File: config.mk
export PLATFORM = sky130hd
export DESIGN_NAME = longest_palindromic_subsequence_top
export DESIGN_NICKNAME = d
export VERILOG_FILES = /design/src/lps_pkg.sv /design/src/longest_palindromic_subsequence_top.sv /design/src/lps_ram.sv /design/src/lps_front.sv /design/src/lps_fifo.sv /design/src/lps_back.sv
export SDC_FILE = /design/constraint.sdc
export NUM_CORES = 2
export LEC_CHECK = 0
export ABC_AREA = 1
export BUFFER_PORTS_ARGS = -buffer_cell sky130_fd_sc_hd__buf_4
export CORE_ASPECT_RATIO = 0.75
export CORE_MARGIN = 3
export CORE_UTILIZATION = 57
export CTS_CLUSTER_DIAMETER = 100
export CTS_CLUSTER_SIZE = 16
export DETAILED_ROUTE_END_ITERATION = 6
export HOLD_SLACK_MARGIN = 0.15
export PLACE_DENSITY_LB_ADDON = 0.1
export SETUP_SLACK_MARGIN = 0.15
export SYNTH_ARGS = -nofsm -noshare
export SYNTH_HDL_FRONTEND = slang
export SYNTH_SLANG_ARGS = --single-unit
File: constraint.sdc
create_clock -name clk -period 4 [get_ports clk]
set_input_delay 0.4 -clock clk [delete_from_list [all_inputs] [get_ports clk]]
set_output_delay 0.4 -clock clk [all_outputs]
set_load 0.01 [all_outputs]
File: src/lps_pkg.sv
// ----------------------------------------------------------------------------
// lps_pkg: shared types and constants of the palindromic subsequence engine
// Holds the payload structs of both channels, the job descriptor that moves
// from the loader to the table engine, the buffer release and the engine's state type.
// ----------------------------------------------------------------------------
package lps_pkg;

  // Default capacity in bytes of one stored string.
  localparam int LPS_MAX_LEN = 64;

  // Fixed field widths of the channels.
  localparam int LPS_CHAR_W  = 8;
  localparam int LPS_OUT_W   = 7;

  // Width of the length field of a job; covers the largest supported capacity.
  localparam int LPS_JOB_LEN_W = 13;

  typedef struct packed {
    logic [LPS_CHAR_W-1:0] char_in;
    logic                  is_last;
  } in_item_t;

  typedef struct packed {
    logic [LPS_OUT_W-1:0] lps_length;
    logic                 overflow;
  } out_item_t;

  // One complete string waiting for the table engine.
  typedef struct packed {
    logic                     bank;
    logic [LPS_JOB_LEN_W-1:0] len;
    logic                     ovf;
  } job_t;

  // The engine hands a string buffer back to the loader.
  typedef struct packed {
    logic valid;
    logic bank;
  } rel_t;

  typedef enum logic [2:0] {
    B_IDLE,
    B_ROW_RD,
    B_ROW_LATCH,
    B_CELL,
    B_DONE
  } back_state_t;

endpackage

File: src/longest_palindromic_subsequence_top.sv
// ----------------------------------------------------------------------------
// longest_palindromic_subsequence_top: palindromic subsequence length engine
// Loads a string byte by byte and reports the length of its longest
// palindromic subsequence, with a flag for bytes dropped beyond capacity.
// ----------------------------------------------------------------------------
//
//   channel | ports                        | moves
//   --------+------------------------------+----------------------------------
//   input   | in_push, in_full, in_item    | one string byte and a last flag
//   result  | out_pop, out_empty, out_item | length and overflow, per string
//
// A byte transaction is taken in every cycle while in_full is low. A string of
// n stored bytes then occupies the table engine for its walk through the row
// RAM, one cell per cycle, with a row read and a row latch step before each row.
// Reset is synchronous; no memory needs clearing. in_full rises only when both
// string buffers still wait for the engine; a held result stalls the engine.
//
module longest_palindromic_subsequence_top import lps_pkg::*; #(
  parameter int MAX_LEN = LPS_MAX_LEN
) (
  input  logic      clk,
  input  logic      rst_n,
  input  logic      in_push,
  input  in_item_t  in_item,
  output logic      in_full,
  input  logic      out_pop,
  output out_item_t out_item,
  output logic      out_empty
);

  localparam int AW = $clog2(MAX_LEN);

  logic                  job_push;
  job_t                  job_in;
  logic                  job_pop;
  logic                  job_empty;
  job_t                  job_head;
  rel_t                  rel;
  logic                  mem_we;
  logic [AW:0]           mem_waddr;
  logic [LPS_CHAR_W-1:0] mem_wdata;
  logic [AW:0]           char_raddr;
  logic [LPS_CHAR_W-1:0] char_rdata;
  logic                  out_valid;

  // The loader fills one buffer while the engine reads the other.
  lps_front #(
    .MAX_LEN (MAX_LEN)
  ) u_front (
    .clk       (clk),
    .rst_n     (rst_n),
    .in_push   (in_push),
    .in_item   (in_item),
    .in_full   (in_full),
    .rel       (rel),
    .job_push  (job_push),
    .job       (job_in),
    .mem_we    (mem_we),
    .mem_waddr (mem_waddr),
    .mem_wdata (mem_wdata)
  );

  // Both string buffers share one RAM; the top address bit picks the buffer,
  // so each buffer spans a full power-of-two address range.
  lps_ram #(
    .W     (LPS_CHAR_W),
    .DEPTH (2 << AW)
  ) u_char_ram (
    .clk   (clk),
    .we    (mem_we),
    .waddr (mem_waddr),
    .wdata (mem_wdata),
    .raddr (char_raddr),
    .rdata (char_rdata)
  );

  // Completed strings wait here until the engine is free.
  lps_fifo u_job_q (
    .clk      (clk),
    .rst_n    (rst_n),
    .push     (job_push),
    .push_job (job_in),
    .pop      (job_pop),
    .empty    (job_empty),
    .head     (job_head)
  );

  lps_back #(
    .MAX_LEN (MAX_LEN)
  ) u_back (
    .clk        (clk),
    .rst_n      (rst_n),
    .job_empty  (job_empty),
    .job_head   (job_head),
    .job_pop    (job_pop),
    .rel        (rel),
    .char_raddr (char_raddr),
    .char_rdata (char_rdata),
    .out_pop    (out_pop),
    .out_valid  (out_valid),
    .out_item   (out_item)
  );

  // The result register is the one-entry output queue.
  assign out_empty = ~out_valid;

endmodule

File: src/lps_ram.sv
// ----------------------------------------------------------------------------
// lps_ram: generic simple dual-port RAM
// One write port and one read port with registered read data.
// ----------------------------------------------------------------------------
module lps_ram #(
  parameter int W     = 8,
  parameter int DEPTH = 64,
  localparam int AW   = (DEPTH > 2) ? $clog2(DEPTH) : 1
) (
  input  logic          clk,
  input  logic          we,
  input  logic [AW-1:0] waddr,
  input  logic [W-1:0]  wdata,
  input  logic [AW-1:0] raddr,
  output logic [W-1:0]  rdata
);

  logic [W-1:0] mem [DEPTH];

  always_ff @(posedge clk) begin
    if (we) begin
      mem[waddr] <= wdata;
    end
    rdata <= mem[raddr];
  end

endmodule

File: src/lps_front.sv
// ----------------------------------------------------------------------------
// lps_front: string loader
// Writes incoming bytes into one of two string buffers, counts them, notes
// dropped bytes and posts a job when the final byte arrives.
// ----------------------------------------------------------------------------
module lps_front import lps_pkg::*; #(
  parameter int MAX_LEN = LPS_MAX_LEN,
  localparam int AW     = $clog2(MAX_LEN),
  localparam int LW     = $clog2(MAX_LEN + 1)
) (
  input  logic                  clk,
  input  logic                  rst_n,
  input  logic                  in_push,
  input  in_item_t              in_item,
  output logic                  in_full,
  input  rel_t                  rel,
  output logic                  job_push,
  output job_t                  job,
  output logic                  mem_we,
  output logic [AW:0]           mem_waddr,
  output logic [LPS_CHAR_W-1:0] mem_wdata
);

  logic [1:0]    busy_r, busy_nxt;
  logic          wb_r, wb_nxt;
  logic [LW-1:0] len_r, len_nxt;
  logic          ovf_r, ovf_nxt;
  logic          acc;
  logic          store;
  logic [LW-1:0] n_new;

  // A buffer that still holds a string for the engine cannot be reloaded.
  assign in_full   = busy_r[wb_r];
  assign acc       = in_push & ~in_full;
  assign store     = (len_r != LW'(MAX_LEN));
  assign n_new     = store ? len_r + LW'(1) : len_r;

  assign mem_we    = acc & store;
  assign mem_waddr = {wb_r, len_r[AW-1:0]};
  assign mem_wdata = in_item.char_in;

  assign job_push  = acc & in_item.is_last;
  assign job.bank  = wb_r;
  assign job.len   = LPS_JOB_LEN_W'(n_new);
  assign job.ovf   = ovf_r | ~store;

  always_comb begin
    busy_nxt = busy_r;
    wb_nxt   = wb_r;
    len_nxt  = len_r;
    ovf_nxt  = ovf_r;
    if (rel.valid) begin
      busy_nxt[rel.bank] = 1'b0;
    end
    if (acc) begin
      len_nxt = n_new;
      ovf_nxt = ovf_r | ~store;
      if (in_item.is_last) begin
        busy_nxt[wb_r] = 1'b1;
        wb_nxt         = ~wb_r;
        len_nxt        = '0;
        ovf_nxt        = 1'b0;
      end
    end
  end

  always_ff @(posedge clk) begin
    if (!rst_n) begin
      busy_r <= '0;
      wb_r   <= 1'b0;
      len_r  <= '0;
      ovf_r  <= 1'b0;
    end else begin
      busy_r <= busy_nxt;
      wb_r   <= wb_nxt;
      len_r  <= len_nxt;
      ovf_r  <= ovf_nxt;
    end
  end

endmodule

File: src/lps_fifo.sv
// ----------------------------------------------------------------------------
// lps_fifo: job queue
// Two-entry queue of string jobs between the loader and the table engine.
// ----------------------------------------------------------------------------
module lps_fifo import lps_pkg::*; (
  input  logic clk,
  input  logic rst_n,
  input  logic push,
  input  job_t push_job,
  input  logic pop,
  output logic empty,
  output job_t head
);

  job_t       q_r [2];
  logic       wp_r;
  logic       rp_r;
  logic [1:0] cnt_r;
  logic       do_push;
  logic       do_pop;

  assign empty   = (cnt_r == 2'd0);
  assign head    = q_r[rp_r];
  assign do_push = push & (cnt_r != 2'd2);
  assign do_pop  = pop & ~empty;

  always_ff @(posedge clk) begin
    if (do_push) begin
      q_r[wp_r] <= push_job;
    end
  end

  always_ff @(posedge clk) begin
    if (!rst_n) begin
      wp_r  <= 1'b0;
      rp_r  <= 1'b0;
      cnt_r <= 2'd0;
    end else begin
      if (do_push) begin
        wp_r <= ~wp_r;
      end
      if (do_pop) begin
        rp_r <= ~rp_r;
      end
      cnt_r <= cnt_r + 2'(do_push) - 2'(do_pop);
    end
  end

`ifndef SYNTHESIS
  // There are only two string buffers, so the queue can never be overrun.
  a_no_overrun: assert property (@(posedge clk) disable iff (!rst_n)
    push |-> (cnt_r != 2'd2))
    else $error("job queue pushed while full");

  a_no_underrun: assert property (@(posedge clk) disable iff (!rst_n)
    pop |-> !empty)
    else $error("job queue popped while empty");

  a_count_range: assert property (@(posedge clk) disable iff (!rst_n)
    cnt_r <= 2'd2)
    else $error("job queue count out of range");
`endif

endmodule

File: src/lps_back.sv
// ----------------------------------------------------------------------------
// lps_back: table engine
// Fills the longest-common-subsequence table of a string against its reverse
// one cell per cycle, keeping a single row in RAM, and holds the result.
// ----------------------------------------------------------------------------
module lps_back import lps_pkg::*; #(
  parameter int MAX_LEN = LPS_MAX_LEN,
  localparam int AW     = $clog2(MAX_LEN),
  localparam int LW     = $clog2(MAX_LEN + 1)
) (
  input  logic                  clk,
  input  logic                  rst_n,
  input  logic                  job_empty,
  input  job_t                  job_head,
  output logic                  job_pop,
  output rel_t                  rel,
  output logic [AW:0]           char_raddr,
  input  logic [LPS_CHAR_W-1:0] char_rdata,
  input  logic                  out_pop,
  output logic                  out_valid,
  output out_item_t             out_item
);

  back_state_t           state_r, state_nxt;
  logic                  bank_r, bank_nxt;
  logic [LW-1:0]         n_r, n_nxt;
  logic                  ovf_r, ovf_nxt;
  logic [LW-1:0]         i_r, i_nxt;
  logic [LW-1:0]         j_r, j_nxt;
  logic [LPS_CHAR_W-1:0] row_ch_r, row_ch_nxt;
  logic [LW-1:0]         left_r, left_nxt;
  logic [LW-1:0]         diag_r, diag_nxt;
  logic                  out_valid_r, out_valid_nxt;
  out_item_t             out_item_r, out_item_nxt;

  logic [LW-1:0]         issue_j;
  logic [LW-1:0]         rev_idx;
  logic [LW-1:0]         row_idx;
  logic [LW-1:0]         dp_rdata;
  logic [LW-1:0]         above;
  logic [LW-1:0]         cell_val;
  logic                  dp_we;
  logic [LW-1:0]         dp_widx;
  logic [LW-1:0]         dp_ridx;

  // Column j compares against byte n-j of the string.
  assign issue_j  = (state_r == B_ROW_LATCH) ? LW'(1) : j_r + LW'(1);
  assign rev_idx  = n_r - issue_j;
  assign row_idx  = i_r - LW'(1);
  assign char_raddr = (state_r inside {B_CELL, B_ROW_LATCH}) ?
                      {bank_r, rev_idx[AW-1:0]} : {bank_r, row_idx[AW-1:0]};

  // Entry k of the row RAM holds table column k+1; column 0 is always zero.
  assign dp_ridx  = issue_j - LW'(1);
  assign dp_widx  = j_r - LW'(1);
  assign dp_we    = (state_r == B_CELL);

  // The first row sees an all-zero row above it, so the RAM needs no clearing.
  assign above    = (i_r == LW'(1)) ? '0 : dp_rdata;
  assign cell_val = (row_ch_r == char_rdata) ? diag_r + LW'(1) :
                    ((left_r > above) ? left_r : above);

  lps_ram #(
    .W     (LW),
    .DEPTH (MAX_LEN)
  ) u_row_ram (
    .clk   (clk),
    .we    (dp_we),
    .waddr (dp_widx[AW-1:0]),
    .wdata (cell_val),
    .raddr (dp_ridx[AW-1:0]),
    .rdata (dp_rdata)
  );

  always_comb begin
    state_nxt     = state_r;
    bank_nxt      = bank_r;
    n_nxt         = n_r;
    ovf_nxt       = ovf_r;
    i_nxt         = i_r;
    j_nxt         = j_r;
    row_ch_nxt    = row_ch_r;
    left_nxt      = left_r;
    diag_nxt      = diag_r;
    out_valid_nxt = out_valid_r & ~out_pop;
    out_item_nxt  = out_item_r;
    job_pop       = 1'b0;
    rel           = '{valid: 1'b0, bank: bank_r};
    case (state_r)
      B_IDLE: begin
        if (!job_empty) begin
          job_pop   = 1'b1;
          bank_nxt  = job_head.bank;
          n_nxt     = LW'(job_head.len);
          ovf_nxt   = job_head.ovf;
          i_nxt     = LW'(1);
          state_nxt = B_ROW_RD;
        end
      end
      B_ROW_RD: begin
        state_nxt = B_ROW_LATCH;
      end
      B_ROW_LATCH: begin
        row_ch_nxt = char_rdata;
        left_nxt   = '0;
        diag_nxt   = '0;
        j_nxt      = LW'(1);
        state_nxt  = B_CELL;
      end
      B_CELL: begin
        left_nxt = cell_val;
        diag_nxt = above;
        if (j_r != n_r) begin
          j_nxt = j_r + LW'(1);
        end else if (i_r != n_r) begin
          i_nxt     = i_r + LW'(1);
          state_nxt = B_ROW_RD;
        end else begin
          state_nxt = B_DONE;
        end
      end
      B_DONE: begin
        if (!out_valid_r || out_pop) begin
          out_valid_nxt           = 1'b1;
          out_item_nxt.lps_length = LPS_OUT_W'(left_r);
          out_item_nxt.overflow   = ovf_r;
          rel.valid               = 1'b1;
          state_nxt               = B_IDLE;
        end
      end
      default: begin
        state_nxt = B_IDLE;
      end
    endcase
  end

  always_ff @(posedge clk) begin
    if (!rst_n) begin
      state_r     <= B_IDLE;
      out_valid_r <= 1'b0;
    end else begin
      state_r     <= state_nxt;
      out_valid_r <= out_valid_nxt;
    end
  end

  always_ff @(posedge clk) begin
    bank_r     <= bank_nxt;
    n_r        <= n_nxt;
    ovf_r      <= ovf_nxt;
    i_r        <= i_nxt;
    j_r        <= j_nxt;
    row_ch_r   <= row_ch_nxt;
    left_r     <= left_nxt;
    diag_r     <= diag_nxt;
    out_item_r <= out_item_nxt;
  end

  assign out_valid = out_valid_r;
  assign out_item  = out_item_r;

`ifndef SYNTHESIS
  // A job always carries at least the final byte and never more than capacity.
  a_len_range: assert property (@(posedge clk) disable iff (!rst_n)
    (state_r != B_IDLE) |-> (n_r >= LW'(1) && n_r <= LW'(MAX_LEN)))
    else $error("string length out of range in table engine");

  a_col_range: assert property (@(posedge clk) disable iff (!rst_n)
    (state_r == B_CELL) |-> (j_r >= LW'(1) && j_r <= n_r && i_r <= n_r))
    else $error("table cell index out of range");

  a_result_bound: assert property (@(posedge clk) disable iff (!rst_n)
    rel.valid |-> (left_r <= n_r))
    else $error("subsequence longer than its string");
`endif

endmodule
==> results.json <==
{
  "final.setup_skew_ps": 24.3,
  "grt_max_degree": 226,
  "vias": 46200,
  "timing.hold.ws_ps": 239,
  "synth_ff_type": "sky130_fd_sc_hd__edfxtp_1",
  "synth_top_family_by_area": "simple AND/OR/NAND/NOR gates",
  "status": "finished, final reports clean",
  "post_synthesis_simple_gate_area_fraction_pct": 19.7,
  "finalSetupViolations": 0,
  "coreArea_um2": 119000,
  "first_global_vias": 42700,
  "critPathRequiredTime_ps": 4670,
  "final-max-slew-violation-count": 0,
  "drt_iter0_drc": 6693,
  "clk_latency_ps": 740,
  "power-per-cell-area_nw_per_um2": 811,
  "critical_path.n_buffers_inverters": 4,
  "clock_tree.buffer_depth": 3,
  "synthesis.instances": 6527,
  "yosys.cell_types.count": 43,
  "finalHoldViolCount": 0,
  "postSynthRegisterBits": 1577,
  "utilization_pct": 62.6,
  "cpMostUsedCell": "sky130_fd_sc_hd__nand3_1",
  "die_width_um": 407,
  "global_route_wire_length_before_repair_um": 272000,
  "synth.yosys.warnings": 0,
  "arrival_time_at_the_worst_endpoint_ps": 4430,
  "mux_cell_area_share_after_synthesis_pct": 0,
  "postLayoutCellArea_um2": 74400,
  "layout_commonest_cell": "sky130_fd_sc_hd__edfxtp_1",
  "cts_tree": "yes",
  "period_needed_ps": 3760,
  "criticalPathCategory": "reg -> reg",
  "n_antenna_cell": 0,
  "cts_inserted_buffers": 108,
  "syn_nets": 6564,
  "drive_above_1_share_pct": 5.28,
  "worst_setup_path_start_kind": "flip-flop",
  "timing.final.crit_share_pct": 94.0,
  "vdd.ir_drop.worst_mv": 1.20,
  "cts.sinks": 1577,
  "synth-adder-area-share_pct": 0.447,
  "route.detailed.wl_per_inst_um": 22.2,
  "synth_edf_count": 1543,
  "syn_area_um2": 68800,
  "die-area_um2": 125000,
  "finalSetupTns_ps": 0,
  "syn2layout_area_growth_pct": 8.19,
  "routed_wirelength_um": 181000,
  "clock_tree.root_cell": "sky130_fd_sc_hd__clkbuf_16",
  "worst_pin_slew_ps": 1120,
  "synth_area_in_compound_gates_pct": 2.76,
  "global_route.overflow_total": 0,
  "antenna_found_initial": 2,
  "n_fill_cell": 9509,
  "sequence_of_cells_on_the_critical_path": "inv_2 -> ha_1 -> inv_1 -> nor2_1 -> fa_1 -> nand2_1 -> o21ai_4 -> buf_12 -> buf_12 -> nand3_1 -> nand3_1 -> nand3_1 -> nand3_1 -> nand3_1 -> nand2_2 -> nand2_1 -> nand2_1",
  "routabilityCongestion": 0.898,
  "num_rows": 109,
  "clock_tree.htree_level_count": 3,
  "cp-end-kind": "flip-flop",
  "drc_errors": 0,
  "worst_path_largest_cell_delay_ps": 570,
  "finalNetCount": 6513,
  "cp_top_family": "simple AND/OR/NAND/NOR gates",
  "ant_nets": 0,
  "placedInstanceArea_um2": 71300,
  "track_usage_pct": 28.7,
  "drt_pass1_iterations": 6,
  "leakage_power_nw": 29.2,
  "ys_async_rst_share_pct": 0,
  "yosys.area_share.xor_xnor_pct": 0.429,
  "placement.io_buffers": 22,
  "cpMaxStageDelayCell": "sky130_fd_sc_hd__fa_1",
  "synthesis.area_per_instance_um2": 10.5,
  "ioPinCount": 23,
  "clk_pin_slew_ps": 80,
  "timing.max_cap.violations": 0,
  "critPathMaxFanout": 36,
  "starting_density_of_the_core_pct": 57.9,
  "preCtsSetupSlack_ps": 205,
  "rsz0062_at_grt": "yes",
  "viasPerCell": 5.68,
  "post-route-worst-setup-slack_ps": 238,
  "final_cell_mix": "sky130_fd_sc_hd__edfxtp_1, sky130_fd_sc_hd__nand3_1, sky130_fd_sc_hd__nand2_1, sky130_fd_sc_hd__inv_1, sky130_fd_sc_hd__nor2_1",
  "dieHeight_um": 307,
  "detailed_place_hpwl_um": 106000,
  "ys_seq_area_share_pct": 68.4,
  "worst_slew_margin_relative_to_its_limit_pct": 25.0,
  "hp-class": "in -> reg",
  "fmaxAchievable_mhz": 266
}
[worst reg2reg max path, stage by stage (launching register included)]
cell	delay (ps)
sky130_fd_sc_hd__edfxtp_1	450
sky130_fd_sc_hd__inv_2	90
sky130_fd_sc_hd__ha_1	380
sky130_fd_sc_hd__inv_1	150
sky130_fd_sc_hd__nor2_1	90
sky130_fd_sc_hd__fa_1	570
sky130_fd_sc_hd__nand2_1	110
sky130_fd_sc_hd__o21ai_4	120
sky130_fd_sc_hd__buf_12	250
sky130_fd_sc_hd__buf_12	310
sky130_fd_sc_hd__nand3_1	110
sky130_fd_sc_hd__nand3_1	110
sky130_fd_sc_hd__nand3_1	150
sky130_fd_sc_hd__nand3_1	150
sky130_fd_sc_hd__nand3_1	220
sky130_fd_sc_hd__nand2_2	260
sky130_fd_sc_hd__nand2_1	100
sky130_fd_sc_hd__nand2_1	100
[cells by family after synthesis]
family                     after synthesis
adders and majority gates               24
xor gates and xnor gates                32
DFF                                   1577
and+or+nand+nor                       3128
buffers and inverters                 1424
AOI/OAI and AO/OA                      342
[report_power, final]
part | internal (mW) | switching [mW]
combinational | 8.24 | 20.9
sequential | 20.4 | 0.283
clock | 5.17 | 5.41
[metal layers]
layer / share of wire, % / wire length [um] / up-vias / global-route usage [%]
met5: 0.0072 / 13 / - / 0
met4: 2.3 / 4160 / 2 / 6.55
met3: 11 / 20100 / 263 / 6.89
met2: 41 / 73400 / 2294 / 38.8
met1: 46 / 82900 / 22100 / 46.6
li1: - / - / 21500 / -
[cell type report]
type	count	area, um^2	share of cell area, %
multi-input combinational	3526	16200	21.8
tap	1609	2010	2.71
clock inverter	1	8.76	0.0118
timing repair buffer	179	2050	2.75
sequential	1577	47000	63.2
inverter	1084	4080	5.48
clock buffer	169	3040	4.08
[state kept, by name (all words and copies together) (netlist names), 3 cells and up]
signal / cells
u_char_ram.mem: 1024
u_back.u_row_ram.mem: 448
u_job_q.q_r: 18
u_back.out_item: 8
u_back.row_ch_r: 8
u_char_ram.rdata: 8
u_back.diag_r: 7
u_back.i_r: 7
u_back.j_r: 7
u_back.left_r: 7
u_back.n_r: 7
u_back.u_row_ram.rdata: 7
u_front.len_r: 7
u_back.state_r: 3
[stage by stage]
stage	power, mW	cells
floorplan	38.5	6527
global placement	49.3	7968
detailed placement	49.4	7968
CTS	59.8	8142
global route	63.6	8145
finish	60.3	8145
[path summary, 6_finish.rpt]
check | end | startpoint | slack, ps | cells after the start
setup / recovery | u_char_ram.rdata[4] | u_back.j_r[0] | 240 | 17
hold reg to reg | u_back.out_item[0] | u_back.ovf_r | 430 | 0
setup reg to reg | u_char_ram.rdata[4] | u_back.j_r[0] | 240 | 17
hold / removal | u_char_ram.mem[74][0] | in_item[1] | 240 | 1
[cell usage after synthesis (12+ instances only)]
library cell | number | area share (%)
sky130_fd_sc_hd__buf_2 | 186 | 1.4
sky130_fd_sc_hd__buf_4 | 29 | 0.32
sky130_fd_sc_hd__edfxtp_1 | 1543 | 67
sky130_fd_sc_hd__nor3_1 | 12 | 0.087
sky130_fd_sc_hd__inv_1 | 1069 | 5.8
sky130_fd_sc_hd__buf_1 | 26 | 0.14
sky130_fd_sc_hd__nor2_1 | 666 | 3.6
sky130_fd_sc_hd__dfxtp_1 | 34 | 0.99
sky130_fd_sc_hd__a21oi_1 | 27 | 0.20
sky130_fd_sc_hd__o21ai_0 | 199 | 1.4
sky130_fd_sc_hd__o21ai_1 | 41 | 0.30
sky130_fd_sc_hd__clkbuf_1 | 96 | 0.52
sky130_fd_sc_hd__nand3b_1 | 36 | 0.39
sky130_fd_sc_hd__xor2_1 | 19 | 0.24
sky130_fd_sc_hd__nand2_1 | 1149 | 6.3
sky130_fd_sc_hd__nand3_1 | 1225 | 8.9
sky130_fd_sc_hd__nand4_1 | 13 | 0.12
sky130_fd_sc_hd__ha_1 | 23 | 0.42
sky130_fd_sc_hd__o211ai_1 | 63 | 0.69
[repair_timing]
action | CTS | global route
setup buffers | 0 | 2
hold buffers | 4 | 0
endpoints found under the hold margin | 39 | 0
setup endpoints to repair | 0 | 43
resized for setup | 0 | 9
Note: power is estimated with default switching activity, not from simulation.
